## src/rtl/core/sitda_pkg.sv

```systemverilog
// Package for the signed integer to decimal ASCII unit.
// Holds the shared constants, the pipeline record types and the double-dabble step.
// Depends on nothing.

package sitda_pkg;

	localparam int unsigned VALUE_W      = 32;
	localparam int unsigned NUM_DIGITS   = 10;
	localparam int unsigned BCD_W        = 4 * NUM_DIGITS;
	localparam int unsigned DABBLE_STEPS = 8;
	localparam int unsigned DABBLE_STAGES = VALUE_W / DABBLE_STEPS;

	localparam logic [7:0] ASCII_ZERO  = 8'd48;
	localparam logic [7:0] ASCII_MINUS = 8'd45;

	// Conversion state that travels down the double-dabble stages.
	typedef struct packed {
		logic               neg;
		logic [BCD_W-1:0]   bcd;
		logic [VALUE_W-1:0] bin;
	} sitda_dab_t;

	// A converted number, ready to be sent out one character per beat.
	typedef struct packed {
		logic             neg;
		logic [3:0]       top;
		logic [BCD_W-1:0] bcd;
	} sitda_item_t;

	// Eight shift-and-add-three steps of the binary to BCD conversion.
	function automatic sitda_dab_t dabble8(input sitda_dab_t d);
		sitda_dab_t r;
		r = d;
		for (int s = 0; s < DABBLE_STEPS; s++) begin
			for (int k = 0; k < NUM_DIGITS; k++) begin
				if (r.bcd[4*k +: 4] >= 4'd5) begin
					r.bcd[4*k +: 4] = r.bcd[4*k +: 4] + 4'd3;
				end
			end
			{r.bcd, r.bin} = {r.bcd[BCD_W-2:0], r.bin, 1'b0};
		end
		return r;
	endfunction

endpackage

```

## src/rtl/core/sitda_if.sv

```systemverilog
// Stream interfaces of the signed integer to decimal ASCII unit.
// One interface for the number channel and one for the character channel.
// Depends on nothing.

interface sitda_num_if;
	logic        valid;
	logic        ready;
	logic [31:0] value;

	modport source (output valid, output value, input ready);
	modport sink (input valid, input value, output ready);
endinterface

interface sitda_char_if;
	logic       valid;
	logic       ready;
	logic [7:0] character;
	logic       last;

	modport source (output valid, output character, output last, input ready);
	modport sink (input valid, input character, input last, output ready);
endinterface

```

## src/rtl/core/signed_int_to_decimal_ascii_unit.sv

```systemverilog
// Top level of the signed integer to decimal ASCII unit.
// Negation stage, four double-dabble stages, digit count stage, then the serializer.
// Depends on sitda_pkg, sitda_if and sitda_serializer.

// The unit takes one signed 32-bit number per beat on num and sends its
// decimal text on chars, one ASCII character per beat, most significant
// digit first, with a leading '-' for negative values and last set on the
// final character. Zero gives the single character '0', and the most
// negative value gives "-2147483648". A number passes the conversion
// registers (negation, four stages of eight shift-and-add-three steps,
// digit count) before its first character can appear. The character
// channel sets the sustained rate: each number holds it for as many
// beats as it has characters, from 1 to 11. While a number is being
// sent, up to six further numbers are taken into the conversion
// pipeline, and the next number's first character follows the
// previous number's last character without a gap. Back pressure on
// chars stalls the pipeline without losing or repeating anything.
// Every number is independent of the ones before it.

module signed_int_to_decimal_ascii_unit
	import sitda_pkg::*;
(
	input  logic         clk,
	input  logic         arst_n,
	sitda_num_if.sink    num,
	sitda_char_if.source chars
);

	// Stage 1: sign and magnitude. The magnitude is taken modulo 2^32, so
	// the most negative value keeps its magnitude 2^31 as an unsigned word.
	logic       vld_s1;
	logic       rdy_s1;
	sitda_dab_t dab_s1;

	// Stages 2 to 5: double dabble, eight input bits per stage.
	logic [DABBLE_STAGES-1:0] dab_vld_s;
	logic [DABBLE_STAGES-1:0] dab_rdy_s;
	sitda_dab_t               dab_s [DABBLE_STAGES];

	// Stage 6: position of the most significant nonzero digit.
	logic        vld_s6;
	logic        rdy_s6;
	sitda_item_t item_s6;
	logic [3:0]  top;

	logic        ser_ready;

	assign rdy_s1    = !vld_s1 || dab_rdy_s[0];
	assign num.ready = rdy_s1;

	always_ff @(posedge clk or negedge arst_n) begin
		if (!arst_n) begin
			vld_s1 <= 1'b0;
		end else if (rdy_s1) begin
			vld_s1 <= num.valid;
		end
	end

	always_ff @(posedge clk) begin
		if (rdy_s1 && num.valid) begin
			dab_s1.neg <= num.value[VALUE_W-1];
			dab_s1.bcd <= '0;
			dab_s1.bin <= num.value[VALUE_W-1] ? (VALUE_W'(0) - num.value) : num.value;
		end
	end

	// Each conversion stage advances when the one after it can take its beat.
	for (genvar i = 0; i < DABBLE_STAGES; i++) begin : g_dab
		logic       prev_vld;
		logic       next_rdy;
		sitda_dab_t prev;

		if (i == 0) begin : g_first
			assign prev_vld = vld_s1;
			assign prev     = dab_s1;
		end else begin : g_mid
			assign prev_vld = dab_vld_s[i-1];
			assign prev     = dab_s[i-1];
		end

		if (i == DABBLE_STAGES - 1) begin : g_last
			assign next_rdy = rdy_s6;
		end else begin : g_inner
			assign next_rdy = dab_rdy_s[i+1];
		end

		assign dab_rdy_s[i] = !dab_vld_s[i] || next_rdy;

		always_ff @(posedge clk or negedge arst_n) begin
			if (!arst_n) begin
				dab_vld_s[i] <= 1'b0;
			end else if (dab_rdy_s[i]) begin
				dab_vld_s[i] <= prev_vld;
			end
		end

		always_ff @(posedge clk) begin
			if (dab_rdy_s[i] && prev_vld) begin
				dab_s[i] <= dabble8(prev);
			end
		end
	end

	// The highest nonzero digit sets the text length; zero keeps one digit.
	always_comb begin
		top = 4'd0;
		for (int k = 1; k < NUM_DIGITS; k++) begin
			if (dab_s[DABBLE_STAGES-1].bcd[4*k +: 4] != 4'd0) begin
				top = 4'(k);
			end
		end
	end

	assign rdy_s6 = !vld_s6 || ser_ready;

	always_ff @(posedge clk or negedge arst_n) begin
		if (!arst_n) begin
			vld_s6 <= 1'b0;
		end else if (rdy_s6) begin
			vld_s6 <= dab_vld_s[DABBLE_STAGES-1];
		end
	end

	always_ff @(posedge clk) begin
		if (rdy_s6 && dab_vld_s[DABBLE_STAGES-1]) begin
			item_s6.neg <= dab_s[DABBLE_STAGES-1].neg;
			item_s6.top <= top;
			item_s6.bcd <= dab_s[DABBLE_STAGES-1].bcd;
		end
	end

	sitda_serializer u_serializer (
		.clk        (clk),
		.arst_n     (arst_n),
		.item_valid (vld_s6),
		.item_ready (ser_ready),
		.item       (item_s6),
		.chars      (chars)
	);

endmodule

```

## src/rtl/core/sitda_serializer.sv

```systemverilog
// Character serializer of the signed integer to decimal ASCII unit.
// Turns one converted number into a run of character beats, sign first.
// Depends on sitda_pkg and sitda_char_if.

module sitda_serializer
	import sitda_pkg::*;
(
	input  logic               clk,
	input  logic               arst_n,
	input  logic               item_valid,
	output logic               item_ready,
	input  sitda_item_t        item,
	sitda_char_if.source       chars
);

	logic             busy_q;
	logic             sign_q;
	logic [3:0]       idx_q;
	logic [BCD_W-1:0] bcd_q;
	logic [3:0]       digit;
	logic             fire;
	logic             load;

	assign digit = bcd_q[idx_q*4 +: 4];

	assign chars.valid     = busy_q;
	assign chars.character = sign_q ? ASCII_MINUS : (ASCII_ZERO + {4'd0, digit});
	assign chars.last      = !sign_q && (idx_q == 4'd0);

	assign fire       = chars.valid && chars.ready;
	// A new number may load in the same cycle that the final character leaves.
	assign item_ready = !busy_q || (fire && chars.last);
	assign load       = item_valid && item_ready;

	always_ff @(posedge clk or negedge arst_n) begin
		if (!arst_n) begin
			busy_q <= 1'b0;
			sign_q <= 1'b0;
			idx_q  <= 4'd0;
		end else if (load) begin
			busy_q <= 1'b1;
			sign_q <= item.neg;
			idx_q  <= item.top;
		end else if (fire) begin
			if (sign_q) begin
				sign_q <= 1'b0;
			end else if (idx_q == 4'd0) begin
				busy_q <= 1'b0;
			end else begin
				idx_q <= idx_q - 4'd1;
			end
		end
	end

	always_ff @(posedge clk) begin
		if (load) begin
			bcd_q <= item.bcd;
		end
	end

endmodule

```

## src/flat_wrapper.sv

```systemverilog
// flat-port wrapper written by rule: the top's interface ports become plain ports
module signed_int_to_decimal_ascii_unit_flat import sitda_pkg::*;
  (clk, arst_n, num_valid, num_value, num_ready, chars_valid, chars_character, chars_last, chars_ready);
  sitda_num_if num_i ();
  sitda_char_if chars_i ();
  input  logic clk;
  input  logic arst_n;
  input wire logic [$bits(num_i.valid)-1:0] num_valid;
  input wire logic [$bits(num_i.value)-1:0] num_value;
  output wire logic [$bits(num_i.ready)-1:0] num_ready;
  output wire logic [$bits(chars_i.valid)-1:0] chars_valid;
  output wire logic [$bits(chars_i.character)-1:0] chars_character;
  output wire logic [$bits(chars_i.last)-1:0] chars_last;
  input wire logic [$bits(chars_i.ready)-1:0] chars_ready;
  assign num_i.valid = num_valid;
  assign num_i.value = num_value;
  assign num_ready = num_i.ready;
  assign chars_valid = chars_i.valid;
  assign chars_character = chars_i.character;
  assign chars_last = chars_i.last;
  assign chars_i.ready = chars_ready;
  signed_int_to_decimal_ascii_unit u_core (.clk(clk), .arst_n(arst_n), .num(num_i), .chars(chars_i));
endmodule
```

## config.mk

```make
export PLATFORM = sky130hd
export DESIGN_NAME = signed_int_to_decimal_ascii_unit_flat
export DESIGN_NICKNAME = d
export VERILOG_FILES = /design/src/rtl/core/sitda_pkg.sv /design/src/rtl/core/sitda_if.sv /design/src/rtl/core/signed_int_to_decimal_ascii_unit.sv /design/src/rtl/core/sitda_serializer.sv /design/src/flat_wrapper.sv
export SDC_FILE = /design/constraint.sdc
export NUM_CORES = 1
export LEC_CHECK = 0
export BUFFER_PORTS_ARGS = -buffer_cell sky130_fd_sc_hd__buf_4
export CELL_PAD_IN_SITES_DETAIL_PLACEMENT = 1
export CELL_PAD_IN_SITES_GLOBAL_PLACEMENT = 1
export CORE_UTILIZATION = 55
export CTS_BUF_LIST = sky130_fd_sc_hd__clkbuf_2
export DETAILED_ROUTE_END_ITERATION = 6
export GPL_ROUTABILITY_DRIVEN = 0
export PLACE_DENSITY = 0.95
export SYNTH_ARGS = -nofsm -noshare
export SYNTH_HDL_FRONTEND = slang
export SYNTH_SLANG_ARGS = --single-unit
export TNS_END_PERCENT = 1
```

## constraint.sdc

```tcl
create_clock -name clk -period 11.8 [get_ports clk]
set_input_delay 1.77 -clock clk [delete_from_list [all_inputs] [get_ports clk]]
set_output_delay 1.77 -clock clk [all_outputs]
set_load 0.01 [all_outputs]
```

# [Word-level counts from Yosys, hierarchy flattened]
# Memory sizes are Yosys's and may differ from the RTL's.
# Cells that the tools add are included.
[classes] addsub=278 n_lt_le_gt_ge=275 eq_ne=2 shift=1 muxes=579 reduce_logical=40
[op_table] operator="two-way mux 4 bit" count=507
[op_table] operator=">= comparator 4 x 3 -> 1 bit (second input constant)" count=275
[op_table] operator="adder 4 x 2 -> 4 bit (second input constant)" count=251
[op_table] operator="two-way mux 3 bit" count=52
[op_table] operator="adder 3 x 2 -> 3 bit (second input constant)" count=24
[op_table] operator="variable part select 40 x 7 -> 4 bit" count=1
[op_table] operator="nonzero test 4 bit" count=9
[op_table] operator="subtractor 1 x 32 -> 32 bit (first input constant)" count=1
[op_table] operator="two-way mux 31 bit" count=1
[op_table] operator="two-way mux 1 bit" count=16
[op_table] operator="logical AND 1 bit" count=10
[op_table] operator="logical NOT 1 bit" count=8
[op_table] operator="adder 6 x 4 -> 7 bit (first input constant)" count=1
[op_table] operator="logical OR 1 bit" count=7
[op_table] operator="two-way mux 7 bit" count=1
[op_table] operator="AND reduction 3 bit" count=2
[op_table] operator="logical NOT 4 bit" count=1
[op_table] operator="two-way mux 2 bit" count=2
[op_table] operator="nonzero test 2 bit" count=2
[op_table] operator="subtractor 4 x 1 -> 4 bit (second input constant)" count=1
[op_table] operator="inequality test 2 x 1 -> 1 bit (second input constant)" count=1
[op_table] operator="inequality test 2 bit (second input constant)" count=1
[op_table] operator="OR reduction 2 bit" count=1
[word_totals] reg_bits=130 mem_bits_rw=260 input_bits=36 output_inout_bits=11 elab_cells=1193 memories=1
[mem_list] name="u_core.dab_s" depth=4 word_bits=65 read_ports=4 rd_clocked_by_memory_dff=0 wr=4 line="signed_int_to_decimal_ascii_unit.sv:38" source="sitda_dab_t dab_s [DABBLE_STAGES];"

# [Longest topological paths before layout]
# Gate-level depths: netlist (run 1).
[logic_depth] word_depth=32 ltp_mapped=39 mapped_depth_nobuf=38

# [By module]
# A second synthesis (run 1) with hierarchy kept.
[hier_totals] hier_cells=3480 area_unflattened_um2=29738.5
[by_module_without_submodules] mod="signed_int_to_decimal_ascii_unit" n_inst=1 cells_per_inst=3364 area_each_um2=27767.9
[by_module_without_submodules] mod="sitda_serializer" n_inst=1 cells_per_inst=116 area_each_um2=1970.6

# [Worst setup path after synthesis (run 1)]
# No wires, ideal clock.
[synth_path] kind="reg-to-reg" startpoint="memory u_core.dab_s[2][52] (netlist bit)" endpoint="memory u_core.dab_s[3][63] (netlist bit), data pin" setup_ns=0.267 arrival_ns=6.704 required_ns=11.533 slack_ns=4.829 stages_incl_launch_ff=37 path_buffers=2 synth_period_minus_slack_ns=6.971 cell_sequence="edfxtp_1 > inv_1 > ha_1 > inv_1 > ha_1 > a21oi_2 > xnor2_1 > ha_1 > nand2_1 > mux2i_1 > o221ai_1 > a21boi_2 > ha_1 > nor2_1 > a22oi_1 > a22oi_1 > ha_1 > a2111oi_0 > nor3_1 > or3_1 > o211ai_1 > o211a_1 > buf_2 > nor3_1 > or2_1 > a21oi_1 > xor2_1 > nand2b_1 > ha_1 > clkbuf_1 > mux2i_1 > ha_1 > nor2_1 > mux2_2 > a22o_1 > mux2i_1 > o21ai_0"
[synth_rtl] element="start, declared" line="signed_int_to_decimal_ascii_unit.sv:38"

==> qor.csv, run 1 <==
stage,metric,value,unit
run_status,run status,completed,
detailed_routing,routed len/inst,21.3,um
clock_tree,TritonCTS clock tree,done,
clock_tree,Clock Pin Slew Worst Setup and Hold Paths,110,ps
yosys,Yosys top cell area share,27.4,%
cells_and_area,share of layout cells above drive strength 1,12.2,%
grt,largest net degree at the start of global routing,46,
timing,pins over their slew limit,0,
yosys,cell taking the most area after synthesis,edfxtp_1,
grt,gr ovfl total,0,
detailed_routing,drt total wl,90.4,mm
worst_hold_path,hold endpoint,u_core.dab_s[0][22]$_DFFE_PP_,
timing,Setup Skew,124,ps
detailed_routing,routed via count,28900,
setup_path,CP Data Required Time,12720,ps
clock_tree,CTS Buffer Depth,3,
clock_tree,root buf cell,clkbuf_2,
timing,fin crit share,76.4,%
place,number of buffers added on ports,43,
yosys,Synth area leaders,"edfxtp_1 27%, ha_1 6.0%, a21oi_1 4.0%",
yosys,sequential-to-total area share from yosys stat,28.5,%
die,horizontal die dimension,235,um
timing,Setup TNS Final,0,ps
setup_path,r2r startpoint,u_core.dab_s[2][52]$_DFFE_PP_,
cells_and_area,P&R area growth vs syn,5.43,%
setup_path,CP max-delay cell,a2111oi_0,
timing,# setup viols final,0,
setup_path,crit path DAT,9940,ps
die,Initial Util,56.2,%
grt,initial antenna violation count,2,
setup_path,"Buf+Inv Stages, Crit Path",4,
setup_path,CP top delay family,compound AO/OA/AOI/OAI gates,
cells_and_area,Reg area,0.00847,mm^2
timing,RSZ-0062 raised after global routing,no,
yosys,Yosys warnings,0,
clock_tree,Hold Buf Count CTS,0,
setup_path,Most common cell on crit path,ha_1,
detailed_routing,drt pass-1 iters,5,
clock_tree,PostCTS Resize Cnt,0,
detailed_routing,Starting DRT DRC Count,1779,
yosys,post-synthesis cell count,3459,
grt,GRT Resource Usage Total,31.7,%
yosys,"Primary FF master, synth",edfxtp_1,
die,Die Y-Extent,235,um
setup_path,Reg2Reg Depth,30,
setup_path,CP max FO,17,
yosys,Post-synth EDFFs,272,
grt,first-pass GRT wire length,148,mm
timing,worst-margin pin slew,1370,ps
timing,Tmin final,9020,ps
setup_path,Reg2Reg Setup Slack,2780,ps
clock_tree,maximum level of the CTS H-tree,3,
worst_hold_path,HP Start,u_core.dab_s1[22]$_DFFE_PP_,
setup_path,RR Endpoint,u_core.dab_s[3][56]$_DFFE_PP_,
worst_hold_path,worst hold path class,flip-flop to flip-flop,
clock_tree,CTS Buf Count,76,
yosys,Synth Cell Area,0.0298,mm^2
cells_and_area,multi-input gate area in the final layout,0.0202,mm^2
die,I/O Pins,47,
clock_tree,total setup buffers inserted after CTS,0,
die,Cell Rows,84,
cells_and_area,"most common cell after layout, fill and taps aside",nand2_1,
grt,number of global-route vias before repair,30300,
worst_hold_path,Hold Path Stages,0,
detailed_routing,# DRC,0,
flow_run,maxcap violations,0,
clock_tree,number of clock sinks,284,
yosys,Unique masters post-synth,133,
cells_and_area,"commonest cells after routing, fill and taps aside","294 x nand2_1, 272 x edfxtp_1, 250 x nor2_1",
yosys,Synth Register Bits,284,
detailed_routing,"antenna viol nets, final",0,
yosys,Syn Area/Cell,8.60,um^2
die,core area,0.0530,mm^2
setup_path,Crit. End Element,flip-flop,
detailed_routing,Via density,6.80,
setup_path,"slowest stage delay, CP",600,ps
die,Die Area,0.0550,mm^2
setup_path,Setup Crit Path Kind,flip-flop to flip-flop,
setup_path,CP Launch Type,flip-flop,
timing,"Hold Violations, Final",0,
place,DPL Wire Length,65.2,mm
timing,Max Clk Rate,0.111,GHz
cells_and_area,fillers,6313,
yosys,fraction of registers with async set/reset,4.23,%
cells_and_area,nets@finish,3677,
timing,Max-slew headroom,8.39,%
clock_tree,clock latency on the worst-skew pair,1230,ps
-- flip-flops by register name, summed over array words and instances (netlist names) --
register,cells
u_core.dab_s,154
u_core.dab_s1,33
u_core.dab_vld_s,1
u_core.g_dab.prev_vld,4
u_core.item_s6,45
u_core.u_serializer.bcd_q,40
u_core.u_serializer.chars.valid,1
u_core.u_serializer.idx_q,4
u_core.u_serializer.sign_q,1
u_core.vld_s6,1
-- cells in the mapped netlist (51+ instances only) --
cell and instances:
mux2i_1 108, nand2b_1 80, inv_1 200, nand2_1 294
o21ai_0 214, nor3_1 83, o21ai_1 60, nand3_1 69
a211oi_1 52, a21oi_1 235, ha_1 143, xnor2_1 105
clkbuf_1 61, o21a_1 58, o211ai_1 60, mux2_2 62
a21o_1 51, nor2_1 250, edfxtp_1 272
-- through the flow --
step	setup WS [ps]	hold WS, ps	utilization, %	std cells	instance area (um^2)
global route	2160	393	59.2	4239	31400
CTS	3040	356	59.2	4236	31300
detailed placement	3260	406	57.9	4108	30700
global placement	4060	401	57.9	4108	30700
finish	2780	358	59.2	4241	31400
floorplan	4830	400	-	3460	29800
-- how the worst max path moves through the flow --
stage	startpoint	endpoint	slack (ps)	depth (start not counted)
detailed placement	u_core.dab_s[2][52]$_DFFE_PP_	u_core.dab_s[3][63]$_DFFE_PP_	3260	32
global route	u_core.dab_s[2][52]$_DFFE_PP_	u_core.dab_s[3][56]$_DFFE_PP_	2160	31
finish	u_core.dab_s[2][52]$_DFFE_PP_	u_core.dab_s[3][56]$_DFFE_PP_	2780	30
global placement	u_core.dab_s[2][52]$_DFFE_PP_	u_core.dab_s[3][53]$_DFFE_PP_	4060	31
CTS	u_core.dab_s[2][52]$_DFFE_PP_	u_core.dab_s[3][56]$_DFFE_PP_	3040	30
floorplan	u_core.dab_s[2][52]$_DFFE_PP_	u_core.dab_s[3][63]$_DFFE_PP_	4830	36
-- cells by family after synthesis --
| group | count (synthesis) | share of synthesized area (%) |
|---|---|---|
| and+or+nand+nor | 1110 | 18.7 |
| other | 2 | 0.0252 |
| AOI/OAI and AO/OA | 1281 | 30.8 |
| DFF | 284 | 28.5 |
| buffers and inverters | 304 | 4.00 |
| adders and majority gates | 148 | 6.18 |
| muxes | 191 | 7.33 |
| xor gates and xnor gates | 139 | 4.49 |
-- routing by layer --
| metal | track usage, % | share of wire [%] |
|---|---|---|
| met5 | 0 | 0 |
| met4 | 16.8 | 5.2 |
| met3 | 4.76 | 4.0 |
| met2 | 61.0 | 53 |
| met1 | 32.8 | 38 |
-- layout make-up --
type | count | area share (%)
inverters | 211 | 2.52
well taps | 688 | 2.74
clock buffers | 106 | 1.69
repair buffers | 53 | 1.27
multi-input cells | 2872 | 64.2
flip-flops and latches | 284 | 27.0
clock inverters | 22 | 0.510
diodes | 5 | 0.0399
Power of run 1 is not shown: default switching activity piles up to over one toggle a cycle in this logic, so the estimate is an artifact.
==> run 2, diff against run 1 <==
CORE_UTILIZATION = 52   (was 55)
clock period = 8.4 ns   (was 11.8 ns; I/O delays follow)
==> qor.csv, run 2 (synthesis gave the netlist of run 1 again) <==
stage,metric,value,unit
setup_path,Setup Crit Path Kind,flip-flop to flip-flop,
die,Die Y-Extent,241,um
timing,fin crit share,93.6,%
grt,largest net degree at the start of global routing,46,
setup_path,Most common cell on crit path,ha_1,
setup_path,CP Data Required Time,9130,ps
die,Die Area,0.0582,mm^2
clock_tree,CTS Buffer Depth,3,
setup_path,Reg2Reg Depth,37,
die,Initial Util,52.7,%
timing,Tmin final,7870,ps
setup_path,Crit. End Element,flip-flop,
place,DPL Wire Length,61.1,mm
detailed_routing,drt total wl,84.0,mm
grt,initial antenna violation count,1,
detailed_routing,Via density,6.47,
worst_hold_path,HP Start,u_core.item_s6[14]$_DFFE_PP_,
setup_path,Reg2Reg Setup Slack,530,ps
detailed_routing,routed via count,28000,
timing,pins over their slew limit,0,
setup_path,r2r startpoint,u_core.dab_s[2][52]$_DFFE_PP_,
setup_path,CP Launch Type,flip-flop,
die,horizontal die dimension,241,um
cells_and_area,most flop-heavy register,u_core.dab_s,
cells_and_area,nets@finish,3694,
run_status,run status,completed,
die,core area,0.0565,mm^2
setup_path,RR Endpoint,u_core.dab_s[3][61]$_DFFE_PP_,
setup_path,"slowest stage delay, CP",490,ps
die,I/O Pins,47,
timing,"Hold Violations, Final",0,
die,Cell Rows,87,
detailed_routing,Starting DRT DRC Count,1707,
cells_and_area,max reg flops,154,
clock_tree,clock latency on the worst-skew pair,1040,ps
flow_run,maxcap violations,0,
grt,GRT Resource Usage Total,28.0,%
cells_and_area,Top Registers,"u_core.dab_s x154, u_core.item_s6 x45, u_core.u_serializer.bcd_q x40",
timing,Setup Skew,76.7,ps
detailed_routing,# DRC,0,
setup_path,CP max-delay cell,edfxtp_1,
clock_tree,root buf cell,clkbuf_2,
clock_tree,maximum level of the CTS H-tree,3,
timing,worst-margin pin slew,1100,ps
timing,# setup viols final,0,
setup_path,crit path DAT,8590,ps
cells_and_area,"most common cell after layout, fill and taps aside",nand2_1,
timing,Max Clk Rate,0.127,GHz
detailed_routing,drt pass-1 iters,6,
detailed_routing,routed len/inst,19.4,um
setup_path,Worst setup startpoint,u_core.dab_s[2][52]$_DFFE_PP_,
clock_tree,TritonCTS clock tree,done,
timing,Setup TNS Final,0,ps
grt,gr ovfl total,0,
cells_and_area,P&R area growth vs syn,6.21,%
setup_path,CP Capture Point,u_core.dab_s[3][61]$_DFFE_PP_,
cells_and_area,"commonest cells after routing, fill and taps aside","294 x nand2_1, 272 x edfxtp_1, 250 x nor2_1",
detailed_routing,"antenna viol nets, final",0,
timing,Max-slew headroom,26.6,%
place,number of buffers added on ports,43,
grt,number of global-route vias before repair,28300,
clock_tree,number of clock sinks,284,
cells_and_area,share of layout cells above drive strength 1,12.8,%
clock_tree,Clock Pin Slew Worst Setup and Hold Paths,100,ps
clock_tree,CTS Buf Count,78,
cells_and_area,Final Core Density,55.9,%
worst_hold_path,worst hold path class,flip-flop to flip-flop,
setup_path,CP max FO,8,
grt,first-pass GRT wire length,137,mm
## run 2: changes by cell type in the layout (fill, tap and decap cells not counted), moves of 3 or more
cell / previous run / this run
diode_2: 5 / 2
clkinv_1: 13 / 19
buf_4: 53 / 67
xnor2_1: 105 / 102
ha_1: 143 / 140
clkbuf_2: 106 / 103
xnor2_2: 7 / 10
ha_2: 0 / 3
## run 2: per-stage QoR
stage	std cells	instance area [um^2]	hold slack (ps)	setup slack, ps
2_1_floorplan	3460	29800	400	1430
3_3_place_gp	4182	30800	401	699
3_5_place_dp	4182	30800	405	179
4_1_cts	4314	31500	351	131
5_1_grt	4323	31600	380	-116
6_report	4324	31600	363	534
## run 2: how the worst min path moves through the flow
stage | cells past startpoint | slack [ps] | endpoint
floorplan | 0 | 400 | u_core.dab_s[0][0]$_DFFE_PP_
global placement | 0 | 400 | u_core.dab_s[0][18]$_DFFE_PP_
detailed placement | 0 | 410 | u_core.dab_s[0][11]$_DFFE_PP_
CTS | 0 | 350 | u_core.u_serializer.bcd_q[14]$_DFFE_PP_
global route | 1 | 380 | u_core.dab_s1[0]$_DFFE_PP_
finish | 0 | 360 | u_core.u_serializer.bcd_q[14]$_DFFE_PP_
## run 2: repair_timing
item,in CTS,in global routing
hold buffers,1,0
hold endpoints to repair,8,0
resized for setup,0,18
setup endpoints to repair,0,13
buffers inserted,0,8
## run 2: layout make-up
type / count / area (um^2)
diodes: 2 / 5.00
clock buffers: 103 / 515
clock inverters: 28 / 156
fillers: 6829 / 24900
inverters: 211 / 792
multi-input cells: 2872 / 20200
flip-flops and latches: 284 / 8470
well taps: 756 / 946
repair buffers: 68 / 513
## run 2: critical path: cells and delay by family, from the launching register on
kind	cells	cell delay, ps
buffers and inverters	4	440
AOI/OAI and AO/OA	14	2860
adders and majority gates	7	1720
DFF	1	490
xor gates and xnor gates	3	610
and+or+nand+nor	7	1170
muxes	2	290
## run 2: layer usage
layer  track usage [%]  vias to the layer above  part of all wire [%]
met5                 0                        -                     0
li1                  -                    13400                     -
met4              12.2                        0                   3.5
met2              51.3                      672                    52
met1              32.2                    13700                    41
met3              4.23                      235                   3.6
Power of run 2 is left out for the same reason.
==> run 3, diff against run 2 <==
--- a/config.mk
+++ b/config.mk
@@ -12,5 +12,5 @@
 export CTS_BUF_LIST = sky130_fd_sc_hd__clkbuf_2
 export DETAILED_ROUTE_END_ITERATION = 6
-export GPL_ROUTABILITY_DRIVEN = 0
+export GPL_ROUTABILITY_DRIVEN = 1
 export PLACE_DENSITY = 0.95
 export SYNTH_ARGS = -nofsm -noshare
==> constraint.sdc (replaced) <==
create_clock -name clk -period 8.9 [get_ports clk]
set_input_delay 0.445 -clock clk [delete_from_list [all_inputs] [get_ports clk]]
set_output_delay 0.445 -clock clk [all_outputs]
set_load 0.01 [all_outputs]
==> qor.csv, run 3 (synthesis gave the netlist of run 1 again) <==
stage,metric,value,unit
setup_path,Worst setup startpoint,u_core.dab_s[2][52]$_DFFE_PP_,
grt,met1 Use GR,33.4,%
timing,pins over their slew limit,0,
cells_and_area,Top Registers,"u_core.dab_s x154, u_core.item_s6 x45, u_core.u_serializer.bcd_q x40",
setup_path,"slowest stage delay, CP",520,ps
grt,initial antenna violation count,2,
die,Die Area,0.0582,mm^2
grt,met3 Track Usage GR,4.42,%
grt,largest net degree at the start of global routing,46,
die,Initial Util,52.7,%
setup_path,CP Launch Type,flip-flop,
timing,fin crit share,92.9,%
detailed_routing,Via density,6.57,
detailed_routing,routed len/inst,20.6,um
setup_path,CP max-delay cell,a32oi_1,
die,Die Y-Extent,241,um
die,Cell Rows,87,
detailed_routing,# DRC,0,
clock_tree,root buf cell,clkbuf_2,
setup_path,Reg2Reg Depth,32,
timing,Max-slew headroom,24.4,%
cells_and_area,most flop-heavy register,u_core.dab_s,
cells_and_area,"Cell Count, Final, Fillers Out",4378,
cells_and_area,fillers,6685,
timing,Max Clk Rate,0.121,GHz
detailed_routing,drt total wl,90.0,mm
timing,Setup Skew,93.0,ps
run_status,run status,completed,
clock_tree,clock latency on the worst-skew pair,1130,ps
place,cell total after placement,4179,
clock_tree,Clock Pin Slew Worst Setup and Hold Paths,140,ps
grt,GRT Resource Usage Total,30.1,%
detailed_routing,"antenna viol nets, final",0,
place,GP Congestion,0.885,
clock_tree,number of clock sinks,284,
die,I/O Pins,47,
setup_path,Reg2Reg Setup Slack,640,ps
cells_and_area,"commonest cells after routing, fill and taps aside","294 x nand2_1, 272 x edfxtp_1, 250 x nor2_1",
flow_run,maxcap violations,0,
grt,gr ovfl total,0,
setup_path,CP Capture Point,u_core.dab_s[3][56]$_DFFE_PP_,
cells_and_area,P&R area growth vs syn,8.02,%
detailed_routing,drt pass-1 iters,6,
timing,# setup viols final,0,
grt,met2 Track Usage GR,55.0,%
clock_tree,CTS Buf Count,77,
timing,"Hold Violations, Final",0,
clock_tree,maximum level of the CTS H-tree,3,
setup_path,Setup Crit Path Kind,flip-flop to flip-flop,
worst_hold_path,worst hold path class,input pin to flip-flop,
timing,worst-margin pin slew,1100,ps
setup_path,RR Endpoint,u_core.dab_s[3][56]$_DFFE_PP_,
setup_path,Most common cell on crit path,ha_1,
detailed_routing,routed via count,28800,
grt,number of global-route vias before repair,29500,
cells_and_area,final instance area,0.0321,mm^2
timing,Tmin final,8260,ps
die,core area,0.0565,mm^2
cells_and_area,max reg flops,154,
cells_and_area,share of layout cells above drive strength 1,12.3,%
grt,first-pass GRT wire length,145,mm
cells_and_area,nets@finish,3744,
setup_path,crit path DAT,9070,ps
grt,GR peak layer,met2,
place,Post-DP Area,0.0308,mm^2
clock_tree,TritonCTS clock tree,done,
clock_tree,CTS Buffer Depth,3,
setup_path,r2r startpoint,u_core.dab_s[2][52]$_DFFE_PP_,
setup_path,CP Data Required Time,9700,ps
place,DPL Wire Length,60.0,mm
cells_and_area,Final Core Density,56.9,%
detailed_routing,Starting DRT DRC Count,1807,
cells_and_area,"most common cell after layout, fill and taps aside",nand2_1,
setup_path,CP max FO,9,
die,horizontal die dimension,241,um
place,number of buffers added on ports,43,
setup_path,Crit. End Element,flip-flop,
run 3: cell types whose count changed in the layout (fill, tap and decap cells not counted), sizes merged:
cell / before / now
dlygate4sd3: 1 / 61
buf: 67 / 58
clkbuf: 103 / 105
bufinv: 1 / 2
clkinvlp: 1 / 2
inv: 212 / 211
run 3: timing repair:
| item | CTS | global route |
|---|---|---|
| setup buffers | 0 | 2 |
| gates resized for setup | 0 | 7 |
| setup endpoints to repair | 0 | 11 |
| hold buffers | 61 | 0 |
| hold endpoints to repair | 53 | 0 |
run 3: cell type report:
type | instances | area [um^2] | share of cell area [%]
multi-input combinational | 2872 | 20200 | 62.7
inverter | 211 | 792 | 2.46
timing repair buffer | 119 | 1050 | 3.25
sequential | 284 | 8470 | 26.3
tap | 756 | 946 | 2.94
clock inverter | 29 | 194 | 0.603
antenna | 2 | 5.00 | 0.0156
clock buffer | 105 | 526 | 1.63
run 3: how the worst min path moves through the flow:
| stage | to | from | cells past startpoint |
|---|---|---|---|
| 2_1_floorplan | u_core.dab_vld_s[3]$_DFFE_PN0P_ | arst_n | 0 |
| 3_3_place_gp | u_core.dab_vld_s[3]$_DFFE_PN0P_ | arst_n | 1 |
| 3_5_place_dp | u_core.dab_vld_s[3]$_DFFE_PN0P_ | arst_n | 1 |
| 4_1_cts | u_core.dab_s1[0]$_DFFE_PP_ | num_value[0] | 2 |
| 5_1_grt | u_core.dab_s1[0]$_DFFE_PP_ | num_value[0] | 2 |
| 6_report | u_core.dab_s1[0]$_DFFE_PP_ | num_value[0] | 2 |
run 3: metrics by stage:
step	TNS (ps)	hold slack [ps]	setup slack, ps
2_1_floorplan	0	149	1930
3_3_place_gp	0	326	967
3_5_place_dp	0	323	479
4_1_cts	0	28.7	141
5_1_grt	-30.8	83.8	-28.9
6_report	0	100	636
run 3: critical path: cells and delay by family (launching register included):
kind	cells	cell delay [ps]
multiplexers	2	460
buffers and inverters	2	170
AO/OA/AOI/OAI	14	3500
AND/OR/NAND/NOR	4	700
XOR/XNOR	2	400
flip-flops	1	490
adder cells (fa/ha/maj)	8	2320
run 3: per-layer routing:
metal / routed length (um) / share of wire (%) / up-vias
met4: 4340 / 4.8 / 0
li1: - / - / 13500
met3: 3540 / 3.9 / 324
met5: 0 / 0 / -
met1: 36000 / 40 / 14100
met2: 46100 / 51 / 842
Power of run 3 is left out for the same reason.
